**config.mk**
```make
export PLATFORM = sky130hd
export DESIGN_NAME = jpeg_crop_window_aligner_flat
export DESIGN_NICKNAME = d
export VERILOG_FILES = /design/src/hdl/jcwa_pkg.sv /design/src/hdl/jcwa_stream_if.sv /design/src/hdl/jcwa_div_pipe.sv /design/src/hdl/jpeg_crop_window_aligner.sv /design/src/flat_wrapper.sv
export VERILOG_INCLUDE_DIRS = /design/src /design/src/hdl
export SDC_FILE = /design/constraint.sdc
export NUM_CORES = 2
export LEC_CHECK = 0
export BUFFER_PORTS_ARGS = -buffer_cell sky130_fd_sc_hd__buf_2
export CAP_MARGIN = 20
export CORE_MARGIN = 1.5
export CORE_UTILIZATION = 45
export DETAILED_ROUTE_END_ITERATION = 16
export PLACE_DENSITY = 0.62
export SLEW_MARGIN = 20
export SYNTH_ARGS = -nofsm -noshare
export SYNTH_HDL_FRONTEND = slang
export SYNTH_SLANG_ARGS = --single-unit
export TNS_END_PERCENT = 30
```
**constraint.sdc**
```tcl
create_clock -name clock -period 12.4 [get_ports clock]
set_clock_uncertainty 0.2 [all_clocks]
set_input_delay 2.48 -clock clock [delete_from_list [all_inputs] [get_ports clock]]
set_output_delay 2.48 -clock clock [all_outputs]
set_load 0.005 [all_outputs]
```
**src/hdl/jpeg_crop_window_aligner_assert.svh**
```systemverilog
// assertion macros shared by the crop window aligner rtl
// no dependencies; include after the module's own declarations
`ifndef JPEG_CROP_WINDOW_ALIGNER_ASSERT_SVH
`define JPEG_CROP_WINDOW_ALIGNER_ASSERT_SVH

// same-cycle implication, disabled during reset
`define JCWA_ASSERT_IMPLY(lbl, clk, rst, ante, cons, msg) \
   lbl: assert property (@(posedge clk) disable iff (rst) (ante) |-> (cons)) \
      else $error(msg);

// next-cycle implication, disabled during reset
`define JCWA_ASSERT_NEXT(lbl, clk, rst, ante, cons, msg) \
   lbl: assert property (@(posedge clk) disable iff (rst) (ante) |=> (cons)) \
      else $error(msg);

`endif

```
**src/hdl/jcwa_pkg.sv**
```systemverilog
// shared types and constants for the crop window aligner
// no dependencies; used by the divider, the top level and the testbench
`default_nettype none

package jcwa_pkg;

   localparam int DIM_W            = 16;
   localparam int UNITS_OFS_W      = 13;
   localparam int UNITS_CNT_W      = 14;
   localparam int SAMP_W           = 3;
   localparam int MAX_SAMP         = 7;
   localparam int BLOCK_PIXELS_DEF = 8;
   localparam int DIV_STEPS        = 5;
   localparam int CSR_IDX_W        = 3;
   localparam int CSR_DATA_W       = 16;

   typedef enum logic [1:0] {
      OFS_UNSET = 2'd0,
      OFS_NEAR  = 2'd1,
      OFS_FAR   = 2'd2
   } ofs_kind_type;

   typedef enum logic [CSR_IDX_W-1:0] {
      CSR_IMAGE_WIDTH  = 3'd0,
      CSR_IMAGE_HEIGHT = 3'd1,
      CSR_SINGLE_COMP  = 3'd2,
      CSR_MAX_H_SAMP   = 3'd3,
      CSR_MAX_V_SAMP   = 3'd4
   } csr_index_type;

   typedef struct packed {
      logic             crop_enable;
      logic [DIM_W-1:0] req_width;
      logic [DIM_W-1:0] req_height;
      logic [DIM_W-1:0] req_x_offset;
      logic [DIM_W-1:0] req_y_offset;
      logic             width_given;
      logic             height_given;
      logic [1:0]       x_offset_kind;
      logic [1:0]       y_offset_kind;
   } req_payload_type;

   typedef struct packed {
      logic [DIM_W-1:0]       out_width;
      logic [DIM_W-1:0]       out_height;
      logic [UNITS_OFS_W-1:0] x_offset_units;
      logic [UNITS_OFS_W-1:0] y_offset_units;
      logic [UNITS_CNT_W-1:0] width_units;
      logic [UNITS_CNT_W-1:0] height_units;
      logic                   needs_copy;
      logic                   status;
   } rsp_payload_type;

endpackage

`default_nettype wire

```
**src/hdl/jcwa_stream_if.sv**
```systemverilog
// valid/ready channel carrying one payload of a given type
// no dependencies; specialized with the payload structs of jcwa_pkg
`default_nettype none

interface jcwa_stream_if #(
   parameter type data_type = logic
);
   logic     valid;
   logic     ready;
   data_type data;

   modport source (output valid, output data, input ready);
   modport sink   (input valid, input data, output ready);
endinterface

`default_nettype wire

```
**src/hdl/jcwa_div_pipe.sv**
```systemverilog
// pipelined restoring divider, up to STEPS quotient bits per stage
// depends on jcwa_pkg; stage enables come from the owner's handshake logic
`default_nettype none

module jcwa_div_pipe #(
   parameter int DVD_W = jcwa_pkg::DIM_W + 1,
   parameter int DVS_W = $clog2(jcwa_pkg::BLOCK_PIXELS_DEF * jcwa_pkg::MAX_SAMP + 1),
   parameter int STEPS = jcwa_pkg::DIV_STEPS
) (
   input  wire logic                                 clock,
   input  wire logic [(DVD_W+STEPS-1)/STEPS-1:0]     adv,
   input  wire logic [DVD_W-1:0]                     dividend,
   input  wire logic [DVS_W-1:0]                     divisor,
   output logic      [DVD_W-1:0]                     quotient,
   output logic      [DVS_W-1:0]                     remainder
);
   localparam int STAGES = (DVD_W + STEPS - 1) / STEPS;

   logic [DVS_W-1:0] rem_ff [STAGES];
   logic [DVD_W-1:0] acc_ff [STAGES];
   logic [DVS_W-1:0] rem_in [STAGES];
   logic [DVD_W-1:0] acc_in [STAGES];

   // acc shifts dividend bits out of the top and quotient bits in at the bottom
   always_comb begin
      logic [DVS_W:0]   trial;
      logic [DVS_W-1:0] rem;
      logic [DVD_W-1:0] acc;
      for (int k = 0; k < STAGES; k++) begin
         if (k == 0) begin
            rem = '0;
            acc = dividend;
         end else begin
            rem = rem_ff[k-1];
            acc = acc_ff[k-1];
         end
         for (int j = 0; j < STEPS; j++) begin
            if (k * STEPS + j < DVD_W) begin
               trial = {rem, acc[DVD_W-1]};
               if (trial >= {1'b0, divisor}) begin
                  trial = trial - {1'b0, divisor};
                  acc   = {acc[DVD_W-2:0], 1'b1};
               end else begin
                  acc   = {acc[DVD_W-2:0], 1'b0};
               end
               rem = trial[DVS_W-1:0];
            end
         end
         rem_in[k] = rem;
         acc_in[k] = acc;
      end
   end

   always_ff @(posedge clock) begin
      for (int k = 0; k < STAGES; k++) begin
         if (adv[k]) begin
            rem_ff[k] <= rem_in[k];
            acc_ff[k] <= acc_in[k];
         end
      end
   end

   assign quotient  = acc_ff[STAGES-1];
   assign remainder = rem_ff[STAGES-1];

endmodule

`default_nettype wire

```
**src/hdl/jpeg_crop_window_aligner.sv**
```systemverilog
// crop window aligner: fills crop defaults, checks the window, aligns it to iMCUs
// depends on jcwa_pkg, jcwa_stream_if, jcwa_div_pipe and the assertion header
//
// usage:
//   req_chan carries one crop request per transaction, rsp_chan one result per
//   request, in order. csr_we/csr_index/csr_wdata write the image size, the
//   single-component flag and the largest sampling factors; write them only
//   while no request is in flight.
//   with the default 16-bit dimensions the pipeline holds three stages of default
//   fill and window checks, four stages of the shared-shape restoring dividers (up
//   to five quotient bits each) and one output register. a new request is taken
//   every cycle unless back-pressure has filled every stage.
//   the iMCU split of both corners and both far edges runs in four parallel
//   dividers, so they add only one divider's depth to the pipeline.
//   when rsp_chan stalls the result holds in the output register; each stage
//   keeps its transaction and req_chan.ready drops only once every stage ahead
//   is full, so bubbles are squeezed out and nothing is lost or repeated.
//   reset empties the pipeline and returns the registers to a 1x1 image,
//   multi-component, sampling factors of one.
`default_nettype none

module jpeg_crop_window_aligner #(
   parameter int BLOCK_PIXELS = jcwa_pkg::BLOCK_PIXELS_DEF
) (
   input  wire logic                              clock,
   input  wire logic                              reset,
   jcwa_stream_if.sink                            req_chan,
   jcwa_stream_if.source                          rsp_chan,
   input  wire logic                              csr_we,
   input  wire logic [jcwa_pkg::CSR_IDX_W-1:0]    csr_index,
   input  wire logic [jcwa_pkg::CSR_DATA_W-1:0]   csr_wdata
);
   localparam int DIM_W  = jcwa_pkg::DIM_W;
   localparam int SAMP_W = jcwa_pkg::SAMP_W;
   localparam int DVD_W  = DIM_W + 1;
   localparam int DVS_W  = $clog2(BLOCK_PIXELS * jcwa_pkg::MAX_SAMP + 1);
   localparam int STEPS  = jcwa_pkg::DIV_STEPS;
   localparam int DIV_ST = (DVD_W + STEPS - 1) / STEPS;
   localparam int DIV_0  = 3;
   localparam int OUT_ST = DIV_0 + DIV_ST;
   localparam int NST    = OUT_ST + 1;

   // ---------------- configuration registers ----------------
   logic [DIM_W-1:0]  img_w_ff, img_h_ff;
   logic              single_ff;
   logic [SAMP_W-1:0] samp_h_ff, samp_v_ff;

   always_ff @(posedge clock) begin
      if (reset) begin
         img_w_ff  <= DIM_W'(1);
         img_h_ff  <= DIM_W'(1);
         single_ff <= 1'b0;
         samp_h_ff <= SAMP_W'(1);
         samp_v_ff <= SAMP_W'(1);
      end else if (csr_we) begin
         case (csr_index)
            jcwa_pkg::CSR_IMAGE_WIDTH:  img_w_ff  <= csr_wdata[DIM_W-1:0];
            jcwa_pkg::CSR_IMAGE_HEIGHT: img_h_ff  <= csr_wdata[DIM_W-1:0];
            jcwa_pkg::CSR_SINGLE_COMP:  single_ff <= csr_wdata[0];
            jcwa_pkg::CSR_MAX_H_SAMP:   samp_h_ff <= csr_wdata[SAMP_W-1:0];
            jcwa_pkg::CSR_MAX_V_SAMP:   samp_v_ff <= csr_wdata[SAMP_W-1:0];
            default: ;
         endcase
      end
   end

   // iMCU edge per axis; a zero sampling factor counts as one
   logic [SAMP_W-1:0] samp_h, samp_v;
   logic [DVS_W-1:0]  imcu_w, imcu_h;

   always_comb begin
      samp_h = (samp_h_ff == '0) ? SAMP_W'(1) : samp_h_ff;
      samp_v = (samp_v_ff == '0) ? SAMP_W'(1) : samp_v_ff;
      imcu_w = single_ff ? DVS_W'(BLOCK_PIXELS) : DVS_W'(BLOCK_PIXELS) * DVS_W'(samp_h);
      imcu_h = single_ff ? DVS_W'(BLOCK_PIXELS) : DVS_W'(BLOCK_PIXELS) * DVS_W'(samp_v);
   end

   // ---------------- pipeline handshake ----------------
   logic [NST-1:0] v_ff, v_in, rdy;

   always_comb begin
      rdy[OUT_ST] = !v_ff[OUT_ST] || rsp_chan.ready;
      for (int k = OUT_ST - 1; k >= 0; k--) begin
         rdy[k] = !v_ff[k] || rdy[k+1];
      end
      v_in = v_ff;
      if (rdy[0]) v_in[0] = req_chan.valid;
      for (int k = 1; k < NST; k++) begin
         if (rdy[k]) v_in[k] = v_ff[k-1];
      end
   end

   always_ff @(posedge clock) begin
      if (reset) begin
         v_ff <= '0;
      end else begin
         v_ff <= v_in;
      end
   end

   assign req_chan.ready = rdy[0];

   // ---------------- stage 0: defaults and offset range ----------------
   jcwa_pkg::req_payload_type req;
   logic [DIM_W-1:0] s0_xo_in, s0_yo_in, s0_w_in, s0_h_in;
   logic             s0_xfar_in, s0_yfar_in, s0_crop_in, s0_bad_in;
   logic [DIM_W-1:0] s0_xo_ff, s0_yo_ff, s0_w_ff, s0_h_ff;
   logic             s0_xfar_ff, s0_yfar_ff, s0_crop_ff, s0_bad_ff;

   always_comb begin
      req        = req_chan.data;
      s0_crop_in = req.crop_enable;
      s0_xo_in   = (s0_crop_in && req.x_offset_kind != jcwa_pkg::OFS_UNSET)
                   ? req.req_x_offset : '0;
      s0_yo_in   = (s0_crop_in && req.y_offset_kind != jcwa_pkg::OFS_UNSET)
                   ? req.req_y_offset : '0;
      s0_xfar_in = s0_crop_in && req.x_offset_kind == jcwa_pkg::OFS_FAR;
      s0_yfar_in = s0_crop_in && req.y_offset_kind == jcwa_pkg::OFS_FAR;
      if (!s0_crop_in) begin
         s0_w_in = img_w_ff;
         s0_h_in = img_h_ff;
      end else begin
         s0_w_in = req.width_given  ? req.req_width  : img_w_ff - s0_xo_in;
         s0_h_in = req.height_given ? req.req_height : img_h_ff - s0_yo_in;
      end
      s0_bad_in = s0_crop_in && (s0_xo_in >= img_w_ff || s0_yo_in >= img_h_ff);
   end

   always_ff @(posedge clock) begin
      if (rdy[0]) begin
         s0_xo_ff   <= s0_xo_in;
         s0_yo_ff   <= s0_yo_in;
         s0_w_ff    <= s0_w_in;
         s0_h_ff    <= s0_h_in;
         s0_xfar_ff <= s0_xfar_in;
         s0_yfar_ff <= s0_yfar_in;
         s0_crop_ff <= s0_crop_in;
         s0_bad_ff  <= s0_bad_in;
      end
   end

   // ---------------- stage 1: size checks, room left, far edges ----------------
   logic [DIM_W-1:0] s1_wrem_in, s1_hrem_in;
   logic [DVD_W-1:0] s1_ex0_in, s1_ey0_in;
   logic             s1_bad_in;
   logic [DIM_W-1:0] s1_xo_ff, s1_yo_ff, s1_w_ff, s1_h_ff, s1_wrem_ff, s1_hrem_ff;
   logic [DVD_W-1:0] s1_ex0_ff, s1_ey0_ff;
   logic             s1_xfar_ff, s1_yfar_ff, s1_crop_ff, s1_bad_ff;

   // right/bottom edge of the window: far kind gives it directly as image minus offset
   always_comb begin
      s1_wrem_in = img_w_ff - s0_w_ff;
      s1_hrem_in = img_h_ff - s0_h_ff;
      s1_bad_in  = s0_bad_ff || (s0_crop_ff &&
                   (s0_w_ff == '0 || s0_w_ff > img_w_ff ||
                    s0_h_ff == '0 || s0_h_ff > img_h_ff));
      s1_ex0_in  = s0_xfar_ff ? DVD_W'(img_w_ff - s0_xo_ff)
                              : DVD_W'(s0_xo_ff) + DVD_W'(s0_w_ff);
      s1_ey0_in  = s0_yfar_ff ? DVD_W'(img_h_ff - s0_yo_ff)
                              : DVD_W'(s0_yo_ff) + DVD_W'(s0_h_ff);
   end

   always_ff @(posedge clock) begin
      if (rdy[1]) begin
         s1_xo_ff   <= s0_xo_ff;
         s1_yo_ff   <= s0_yo_ff;
         s1_w_ff    <= s0_w_ff;
         s1_h_ff    <= s0_h_ff;
         s1_wrem_ff <= s1_wrem_in;
         s1_hrem_ff <= s1_hrem_in;
         s1_ex0_ff  <= s1_ex0_in;
         s1_ey0_ff  <= s1_ey0_in;
         s1_xfar_ff <= s0_xfar_ff;
         s1_yfar_ff <= s0_yfar_ff;
         s1_crop_ff <= s0_crop_ff;
         s1_bad_ff  <= s1_bad_in;
      end
   end

   // ---------------- stage 2: overrun check, near-edge corner, dividends ----------------
   logic [DIM_W-1:0] s2_x_in, s2_y_in;
   logic [DVD_W-1:0] s2_ex_in, s2_ey_in;
   logic             s2_bad_in;
   logic [DVD_W-1:0] s2_x_ff, s2_y_ff, s2_ex_ff, s2_ey_ff;
   logic [DIM_W-1:0] s2_w_ff, s2_h_ff;
   logic             s2_bad_ff;

   // ceil((w + x mod n) / n) equals floor((x + w + n - 1) / n) - floor(x / n)
   always_comb begin
      s2_bad_in = s1_bad_ff || (s1_crop_ff &&
                  (s1_xo_ff > s1_wrem_ff || s1_yo_ff > s1_hrem_ff));
      s2_x_in   = s1_xfar_ff ? s1_wrem_ff - s1_xo_ff : s1_xo_ff;
      s2_y_in   = s1_yfar_ff ? s1_hrem_ff - s1_yo_ff : s1_yo_ff;
      s2_ex_in  = s1_ex0_ff + DVD_W'(imcu_w - DVS_W'(1));
      s2_ey_in  = s1_ey0_ff + DVD_W'(imcu_h - DVS_W'(1));
   end

   always_ff @(posedge clock) begin
      if (rdy[2]) begin
         s2_x_ff   <= DVD_W'(s2_x_in);
         s2_y_ff   <= DVD_W'(s2_y_in);
         s2_ex_ff  <= s2_ex_in;
         s2_ey_ff  <= s2_ey_in;
         s2_w_ff   <= s1_w_ff;
         s2_h_ff   <= s1_h_ff;
         s2_bad_ff <= s2_bad_in;
      end
   end

   // ---------------- divider stages ----------------
   logic [DVD_W-1:0] qx, qy, qex, qey;
   logic [DVS_W-1:0] rx, ry, rex, rey;

   jcwa_div_pipe #(.DVD_W(DVD_W), .DVS_W(DVS_W), .STEPS(STEPS)) u_div_x (
      .clock     (clock),
      .adv       (rdy[DIV_0 +: DIV_ST]),
      .dividend  (s2_x_ff),
      .divisor   (imcu_w),
      .quotient  (qx),
      .remainder (rx)
   );

   jcwa_div_pipe #(.DVD_W(DVD_W), .DVS_W(DVS_W), .STEPS(STEPS)) u_div_y (
      .clock     (clock),
      .adv       (rdy[DIV_0 +: DIV_ST]),
      .dividend  (s2_y_ff),
      .divisor   (imcu_h),
      .quotient  (qy),
      .remainder (ry)
   );

   jcwa_div_pipe #(.DVD_W(DVD_W), .DVS_W(DVS_W), .STEPS(STEPS)) u_div_ex (
      .clock     (clock),
      .adv       (rdy[DIV_0 +: DIV_ST]),
      .dividend  (s2_ex_ff),
      .divisor   (imcu_w),
      .quotient  (qex),
      .remainder (rex)
   );

   jcwa_div_pipe #(.DVD_W(DVD_W), .DVS_W(DVS_W), .STEPS(STEPS)) u_div_ey (
      .clock     (clock),
      .adv       (rdy[DIV_0 +: DIV_ST]),
      .dividend  (s2_ey_ff),
      .divisor   (imcu_h),
      .quotient  (qey),
      .remainder (rey)
   );

   // window size and bad flag ride alongside the dividers
   logic [DIM_W-1:0] dv_w_ff   [DIV_ST];
   logic [DIM_W-1:0] dv_h_ff   [DIV_ST];
   logic             dv_bad_ff [DIV_ST];

   always_ff @(posedge clock) begin
      if (rdy[DIV_0]) begin
         dv_w_ff[0]   <= s2_w_ff;
         dv_h_ff[0]   <= s2_h_ff;
         dv_bad_ff[0] <= s2_bad_ff;
      end
      for (int k = 1; k < DIV_ST; k++) begin
         if (rdy[DIV_0 + k]) begin
            dv_w_ff[k]   <= dv_w_ff[k-1];
            dv_h_ff[k]   <= dv_h_ff[k-1];
            dv_bad_ff[k] <= dv_bad_ff[k-1];
         end
      end
   end

   // ---------------- output stage ----------------
   jcwa_pkg::rsp_payload_type out_in, out_ff;

   always_comb begin
      out_in = '0;
      if (dv_bad_ff[DIV_ST-1]) begin
         out_in.status = 1'b1;
      end else begin
         out_in.out_width      = dv_w_ff[DIV_ST-1] + DIM_W'(rx);
         out_in.out_height     = dv_h_ff[DIV_ST-1] + DIM_W'(ry);
         out_in.x_offset_units = jcwa_pkg::UNITS_OFS_W'(qx);
         out_in.y_offset_units = jcwa_pkg::UNITS_OFS_W'(qy);
         out_in.width_units    = jcwa_pkg::UNITS_CNT_W'(qex - qx);
         out_in.height_units   = jcwa_pkg::UNITS_CNT_W'(qey - qy);
         out_in.needs_copy     = (qx != '0) || (qy != '0);
      end
   end

   always_ff @(posedge clock) begin
      if (rdy[OUT_ST]) begin
         out_ff <= out_in;
      end
   end

   assign rsp_chan.valid = v_ff[OUT_ST];
   assign rsp_chan.data  = out_ff;

   // ---------------- assertions ----------------
`include "jpeg_crop_window_aligner_assert.svh"

   `JCWA_ASSERT_IMPLY(a_rem_below_imcu, clock, reset, v_ff[OUT_ST-1], (rx < imcu_w) && (ry < imcu_h), "divider remainder not below iMCU size")
   `JCWA_ASSERT_IMPLY(a_edge_rem_below_imcu, clock, reset, v_ff[OUT_ST-1], (rex < imcu_w) && (rey < imcu_h), "edge divider remainder not below iMCU size")
   `JCWA_ASSERT_IMPLY(a_width_in_image, clock, reset, rsp_chan.valid && !rsp_chan.data.status, rsp_chan.data.out_width <= img_w_ff, "aligned width exceeds image width")
   `JCWA_ASSERT_IMPLY(a_height_in_image, clock, reset, rsp_chan.valid && !rsp_chan.data.status, rsp_chan.data.out_height <= img_h_ff, "aligned height exceeds image height")
   `JCWA_ASSERT_IMPLY(a_bad_is_cleared, clock, reset, rsp_chan.valid && rsp_chan.data.status, (rsp_chan.data.out_width == '0) && (rsp_chan.data.width_units == '0) && !rsp_chan.data.needs_copy, "bad crop result carries data")
   `JCWA_ASSERT_NEXT(a_stalled_stage_holds, clock, reset, v_ff[DIV_0] && !rdy[DIV_0], v_ff[DIV_0], "stalled divider stage lost its transaction")

endmodule

`default_nettype wire

```
**src/flat_wrapper.sv**
```systemverilog
// flat-port wrapper written by rule: the top's interface ports become plain ports
module jpeg_crop_window_aligner_flat 
#(
   parameter int BLOCK_PIXELS = jcwa_pkg::BLOCK_PIXELS_DEF
)
  (clock, reset, csr_we, csr_index, csr_wdata, req_chan_valid, req_chan_data, req_chan_ready, rsp_chan_valid, rsp_chan_data, rsp_chan_ready);
  jcwa_stream_if #(.data_type(jcwa_pkg::req_payload_type)) req_chan_i ();
  jcwa_stream_if #(.data_type(jcwa_pkg::rsp_payload_type)) rsp_chan_i ();
  input  wire logic clock;
  input  wire logic reset;
  input  wire logic csr_we;
  input  wire logic [jcwa_pkg::CSR_IDX_W-1:0] csr_index;
  input  wire logic [jcwa_pkg::CSR_DATA_W-1:0] csr_wdata;
  input wire logic [$bits(req_chan_i.valid)-1:0] req_chan_valid;
  input wire logic [$bits(req_chan_i.data)-1:0] req_chan_data;
  output wire logic [$bits(req_chan_i.ready)-1:0] req_chan_ready;
  output wire logic [$bits(rsp_chan_i.valid)-1:0] rsp_chan_valid;
  output wire logic [$bits(rsp_chan_i.data)-1:0] rsp_chan_data;
  input wire logic [$bits(rsp_chan_i.ready)-1:0] rsp_chan_ready;
  assign req_chan_i.valid = req_chan_valid;
  assign req_chan_i.data = req_chan_data;
  assign req_chan_ready = req_chan_i.ready;
  assign rsp_chan_valid = rsp_chan_i.valid;
  assign rsp_chan_data = rsp_chan_i.data;
  assign rsp_chan_i.ready = rsp_chan_ready;
  jpeg_crop_window_aligner #(.BLOCK_PIXELS(BLOCK_PIXELS)) u_core (.clock(clock), .reset(reset), .req_chan(req_chan_i), .rsp_chan(rsp_chan_i), .csr_we(csr_we), .csr_index(csr_index), .csr_wdata(csr_wdata));
endmodule
```
# [After elaboration in Yosys (flattened, before gate mapping)]
# Memory sizes are Yosys's and may differ from the RTL's.
# Index checks and enable logic that the tools add are counted.
[op_classes] n_addsub=86 order_cmp=74 n_eq_ne=6 mux=159 n_reduce_logical=45
[ops] cell="$ge 7x6->1" count=64
[ops] cell="$mux 6" count=70
[ops] cell="$sub 6x6->6" count=64
[ops] cell="$mux 16" count=8
[ops] cell="$sub 16x16->16" count=6
[ops] cell="$mux 1" count=77
[ops] cell="$gt 16x16->1" count=4
[ops] cell="$add 16x16->17" count=2
[ops] cell="$add 17x17->17" count=2
[ops] cell="$mux 17" count=2
[ops] cell="$reduce_bool 17->1" count=2
[ops] cell="$sub 16x16->17" count=2
[ops] cell="$add 16x6->16" count=2
[ops] cell="$ge 16x16->1" count=2
[ops] cell="$logic_not 16->1" count=2
[ops] cell="$sub 14x14->14" count=2
[ops] cell="$logic_or 1x1->1" count=16
[ops] cell="$sub 6x1->7 const B" count=2
[ops] cell="$ge 1x6->1" count=2
[ops] cell="$ge 1x6->1 const A" count=2
[ops] cell="$sub 1x6->6" count=2
[ops] cell="$sub 1x6->6 const A" count=2
[ops] cell="$reduce_and 2->1" count=5
[ops] cell="$logic_not 3->1" count=3
[ops] cell="8 further kinds" count=25
[totals] regBits=436 ram_bits=500 word_cells=429 n_memories=11
[memory_table] memory="u_core.u_div_ex.acc_ff" words=4 word_bits=17 read_ports=4 rd_clocked_by_memory_dff=0 wr=4 line="jcwa_div_pipe.sv:20" rtl="logic [DVD_W-1:0] acc_ff [STAGES];"
[memory_table] memory="u_core.u_div_ey.acc_ff" words=4 word_bits=17 read_ports=4 rd_clocked_by_memory_dff=0 wr=4 line="jcwa_div_pipe.sv:20"
[memory_table] memory="u_core.u_div_x.acc_ff" words=4 word_bits=17 read_ports=4 rd_clocked_by_memory_dff=0 wr=4 line="jcwa_div_pipe.sv:20"
[memory_table] memory="u_core.u_div_y.acc_ff" words=4 word_bits=17 read_ports=4 rd_clocked_by_memory_dff=0 wr=4 line="jcwa_div_pipe.sv:20"
[memory_table] memory="u_core.dv_h_ff" words=4 word_bits=16 read_ports=4 rd_clocked_by_memory_dff=0 wr=4 line="jpeg_crop_window_aligner.sv:252" rtl="logic [DIM_W-1:0] dv_h_ff [DIV_ST];"
[memory_table] memory="u_core.dv_w_ff" words=4 word_bits=16 read_ports=4 rd_clocked_by_memory_dff=0 wr=4 line="jpeg_crop_window_aligner.sv:251" rtl="logic [DIM_W-1:0] dv_w_ff [DIV_ST];"
[memory_table] memory="+5 memories"

# [Depth between registers and ports, before layout]
[logic_depth] word_depth=13 depth_mapped=42

# [Cells and area by module]
# Synthesis repeated with hierarchy kept, for this count alone.
[unflattened] hier_cells=5749 hier_area_um2=61521.5
[by_module_without_submodules] mod="jpeg_crop_window_aligner" instances=1 cells_each=2604 area_per_inst_um2=29658.4 seq_area_each_um2=16585.9
[by_module_without_submodules] mod="jcwa_div_pipe at u_core.u_div_ey ..." instances=2 cells_each=779 area_per_inst_um2=7963.9 seq_area_each_um2=2762.6
[by_module_without_submodules] mod="jcwa_div_pipe at u_core.u_div_y" instances=1 cells_each=800 area_per_inst_um2=7998.9 seq_area_each_um2=2762.6
[by_module_without_submodules] mod="jcwa_div_pipe at u_core.u_div_ex" instances=1 cells_each=787 area_per_inst_um2=7936.4 seq_area_each_um2=2762.6

# [Worst setup path before layout]
# Ideal clock, no wire load.
[synth_path] path_type="input to output" start="input rsp_chan_ready" end="output req_chan_ready" t_arrival_ns=9.268 required_ns=9.720 setup_slack_ns=0.452 cell_stages=6 n_path_buf=1 cell_sequence="nor2b_1 and2_1 and3_1 clkbuf_1 nand4_1 or2_2"
[synth_via] elab_chain_cells=8
[synth_lines] item="start: declaration" line="flat_wrapper.sv:19" rtl="input wire logic [$bits(rsp_chan_i.ready)-1:0] rsp_chan_ready;"
[synth_lines] item="$logic_or 1x1->1" line="jpeg_crop_window_aligner.sv:82" rtl="rdy[OUT_ST] = !v_ff[OUT_ST] || rsp_chan.ready;"
[synth_lines] item="$logic_or 1x1->1 (6 in series)" line="jpeg_crop_window_aligner.sv:84" rtl="rdy[k] = !v_ff[k] || rdy[k+1];"
[synth_lines] item="named net u_core.rdy[1]" line="jpeg_crop_window_aligner.sv:79" rtl="logic [NST-1:0] v_ff, v_in, rdy;"
[synth_lines] item="$logic_or 1x1->1" line="jpeg_crop_window_aligner.sv:84"
[synth_lines] item="end: declaration" line="flat_wrapper.sv:16" rtl="output wire logic [$bits(req_chan_i.ready)-1:0] req_chan_ready;"
# The timed path passes the listed nets, and every way through them passes these cells.

==> impl_metrics.toml <==
[outcome]
run_status = "complete, no violations"

[yosys]
async_flop_share = 0
post_synth_xor_xnor_area = 0.0408
yosysSeqAreaShare = 0.550
synth_enable_flop_cells = 853
synth_seq_cells = 900
yosys-mux-area-fraction = 0.0312
synth_cells = 3999
synthMostInstantiatedCell = "sky130_fd_sc_hd__edfxtp_1"
yosys_warnings = 0
netlist_top_cells_area = "sky130_fd_sc_hd__edfxtp_1 53%, sky130_fd_sc_hd__ha_1 11%, sky130_fd_sc_hd__inv_1 2.9%, sky130_fd_sc_hd__fa_1 2.8%, sky130_fd_sc_hd__a21oi_1 2.5%"
synth_area_sq_um = 48300
dominant_combinational_cell_family_by_area_after_synthesis = "adder cells"
dominantRegCellSynth = "sky130_fd_sc_hd__edfxtp_1"
yosys.area_share.simple = 0.102
synth-compound-area-share = 0.108
synth-adder-area-share = 0.134
synth_top_area_cell = "sky130_fd_sc_hd__edfxtp_1"
yosys-top-cells-count = "853 x sky130_fd_sc_hd__edfxtp_1, 411 x sky130_fd_sc_hd__ha_1, 375 x sky130_fd_sc_hd__inv_1, 300 x sky130_fd_sc_hd__nand2_1, 288 x sky130_fd_sc_hd__nor2_1"
yosysTopAreaCellShare = 0.531
yosysUniqueCellTypes = 87
synth_area_per_cell_sq_um = 12.1

[worst_setup_path]
worst_r2r_endpoint = "u_core.u_div_x.rem_ff[2][5]$_DFFE_PP_"
reg2regPathDepth = 40
timing.critical_path.to_type = "flip-flop"
critPathLaunch = "u_core.single_ff$_SDFFE_PP0P_"
slowest_stage = "sky130_fd_sc_hd__dfxtp_1"
path_max_fanout = 29
worstSetupStartpointType = "flip-flop"
worstSetupEndpoint = "u_core.u_div_x.rem_ff[2][5]$_DFFE_PP_"
worstPathArrival_ps = 9420
timing.critical_path.slowest_cell_delay_ps = 470
cp_data_required_time_ps = 12610
path_common_cell = "sky130_fd_sc_hd__inv_1"
timing_worst_setup_path_type = "reg -> reg"
rr_startpoint = "u_core.single_ff$_SDFFE_PP0P_"
reg2reg_setup_slack_ps = 3200

[cts]
cts_num_sinks = 900
cts_buffers = 96
insertion_delay_ps = 680
clkTransAtPathRegs_ps = 60
tritoncts = "done"
clock_tree.htree_level_count = 3
cts_root_buffer = "sky130_fd_sc_hd__clkbuf_16"
post_cts.resized_instances = 0
cts.hold.buffers_added = 0
cts.path.max_buffers = 3
post_cts_buffers = 0

[grt]
grt_remaining_overflow = 0
grt_max_degree = 137
antenna_violations_before_repair = 1
grt.total_usage = 0.190
grt_pass1_vias = 29400
first_pass_grt_wire_length_um = 163000

[timing]
slew-limit-headroom = 0.320
fin_tns_setup_ps = 0
hold-worst-slack_ps = 188
worstMarginPinSlew_ps = 1020
min_period_over_period = 0.742
total_of_endpoints_with_negative_setup_slack_in_the_final_report = 0
number_of_slew_limit_violations_in_the_final_report = 0
final.min_clock_period_ps = 9200
achievable-frequency_ghz = 0.109
setup_repair_after_global_routing_missed_its_margin = "no"
timing_hold_violations_final = 0

[placed_design]
dpl_cell_area_sq_um = 51000
dpl.hpwl_um = 77500
place_congestion = 0.897
port-buffer-count = 184

[floorplanning]
core_region_area_sq_um = 106000
num_rows = 119
die_area_sq_um = 109000
fp.dieH_um = 331
io_pins = 185
initial_core_util = 0.456
die_w_um = 331

[final_layout]
drive_gt1_frac = 0.108
num-nets-final = 4840
final_core_utilization = 0.512
flow.area_growth_from_synthesis_pct = 12.3
postLayoutCellArea_sq_um = 54200
antennaDiodeCount = 0

[pwr]
total_power_uw = 12400
total_power_divided_by_cell_area_nw_per_um2 = 228
worst_ir_drop_vdd_mv = 0.195
p_leak_uw = 0.0230

[routing]
number_of_remaining_drc_errors = 0
vias_per_cell = 5.29
antenna_left = 0
vias = 30300
routed_wirelength_um = 103000
detail_route.wl_per_cell_um = 18.0
first_iter_violations = 1908
firstDrtPassIters = 5

[worst_hold_path]
hold_path_depth = 0
hp-class = "reg -> reg"

[run]
number_of_maximum_capacitance_violations = 0
==> through the flow <==
step | std cells | setup WS [ps]
2_1_floorplan | 4018 | 452
3_3_place_gp | 5560 | 3580
3_5_place_dp | 5560 | 3340
4_1_cts | 5735 | 3280
5_1_grt | 5735 | 2560
6_report | 5735 | 3200
==> worst min path at each step <==
stage | from | end | slack (ps)
finish | u_core.s1_w_ff[7]$_DFFE_PP_ | u_core.s2_w_ff[7]$_DFFE_PP_ | 190
global placement | u_core.s2_h_ff[11]$_DFFE_PP_ | u_core.dv_h_ff[0][11]$_DFFE_PP_ | 200
CTS | u_core.s1_w_ff[7]$_DFFE_PP_ | u_core.s2_w_ff[7]$_DFFE_PP_ | 180
detailed placement | u_core.dv_h_ff[1][4]$_DFFE_PP_ | u_core.dv_h_ff[2][4]$_DFFE_PP_ | 200
global route | u_core.s1_w_ff[15]$_DFFE_PP_ | u_core.s2_w_ff[15]$_DFFE_PP_ | 210
floorplan | u_core.s2_bad_ff$_DFFE_PP_ | u_core.dv_bad_ff[0]$_DFFE_PP_ | 200
==> critical path: cells and delay by family, from the launching register on <==
kind	cells	cell delay, ps
buffers and inverters	7	880
AOI/OAI and AO/OA	14	2530
and+or+nand+nor	8	1020
adders and majority gates	6	1890
muxes	5	1910
DFF	1	470
==> cell families (layout without fill, tap and decap cells) <==
kind of cell / after synthesis / in the layout
xor gates and xnor gates: 225 / 225
other: 1 / 20
DFF: 900 / 900
buffers and inverters: 430 / 756
and+or+nand+nor: 1027 / 1027
AOI/OAI and AO/OA: 799 / 799
adders and majority gates: 478 / 478
muxes: 139 / 139
==> layer usage <==
metal / part of all wire / global-route usage
met3: 0.045 / 0.0249
met5: 0 / 0
met1: 0.51 / 0.288
met2: 0.43 / 0.288
met4: 0.019 / 0.0434
==> report_power, final <==
| part | leakage [uW] | switching, uW | total (uW) | internal (uW) |
|---|---|---|---|---|
| registers | 0.00973 | 367 | 4560 | 4200 |
| logic | 0.0117 | 2620 | 4940 | 2320 |
| clock network | 0.00156 | 1190 | 2850 | 1660 |
| total | 0.0230 | 4180 | 12400 | 8170 |
==> cell type report <==
class / instances / area, sq um
Clock buffer: 119 / 2620
Clock inverter: 56 / 573
Fill cell: 9246 / 51600
Inverter: 378 / 1430
Multi-Input combinational cell: 2688 / 20200
Sequential cell: 900 / 26600
Tap cell: 1391 / 1740
Timing Repair Buffer: 203 / 1080
==> sequential cells by signal (all words and copies together), names as in the netlist, 18 cells and up <==
signal,flops
u_core.u_div_ey.rem_ff,18
u_core.u_div_x.acc_ff,68
u_core.u_div_ey.acc_ff,56
u_core.u_div_y.acc_ff,68
u_core.dv_w_ff,64
u_core.u_div_x.rem_ff,24
u_core.rsp_chan.data,88
u_core.u_div_ex.acc_ff,56
u_core.u_div_ex.rem_ff,18
u_core.u_div_y.rem_ff,24
u_core.dv_h_ff,64
==> cell usage in the layout, fill, tap and decap left out, types with 26 or more instances in the layout <==
cell                        Yosys  final
sky130_fd_sc_hd__o21ai_0      166    166
sky130_fd_sc_hd__a31oi_1       29     29
sky130_fd_sc_hd__dfxtp_1       47     47
sky130_fd_sc_hd__clkbuf_16      0    100
sky130_fd_sc_hd__and2_1        27     27
sky130_fd_sc_hd__a211oi_1      28     28
sky130_fd_sc_hd__inv_1        375    372
sky130_fd_sc_hd__nor3_1        76     76
sky130_fd_sc_hd__buf_2          0    184
sky130_fd_sc_hd__a21o_1        59     59
sky130_fd_sc_hd__nand2b_1      48     45
sky130_fd_sc_hd__xnor2_1      121    121
sky130_fd_sc_hd__fa_1          67     67
sky130_fd_sc_hd__xor2_1       104    104
sky130_fd_sc_hd__mux2_2        35     35
sky130_fd_sc_hd__mux2i_1       84     84
sky130_fd_sc_hd__nor4_1        26     26
sky130_fd_sc_hd__edfxtp_1     853    853
sky130_fd_sc_hd__nor2b_1       69     69
sky130_fd_sc_hd__ha_1         411    411
sky130_fd_sc_hd__nand3_1       52     51
sky130_fd_sc_hd__a21oi_1      243    243
sky130_fd_sc_hd__nor2_1       288    287
sky130_fd_sc_hd__or3_1         27     27
sky130_fd_sc_hd__nand2_1      300    298
sky130_fd_sc_hd__o21a_1        45     45
Power figures use the tool's default switching activity.
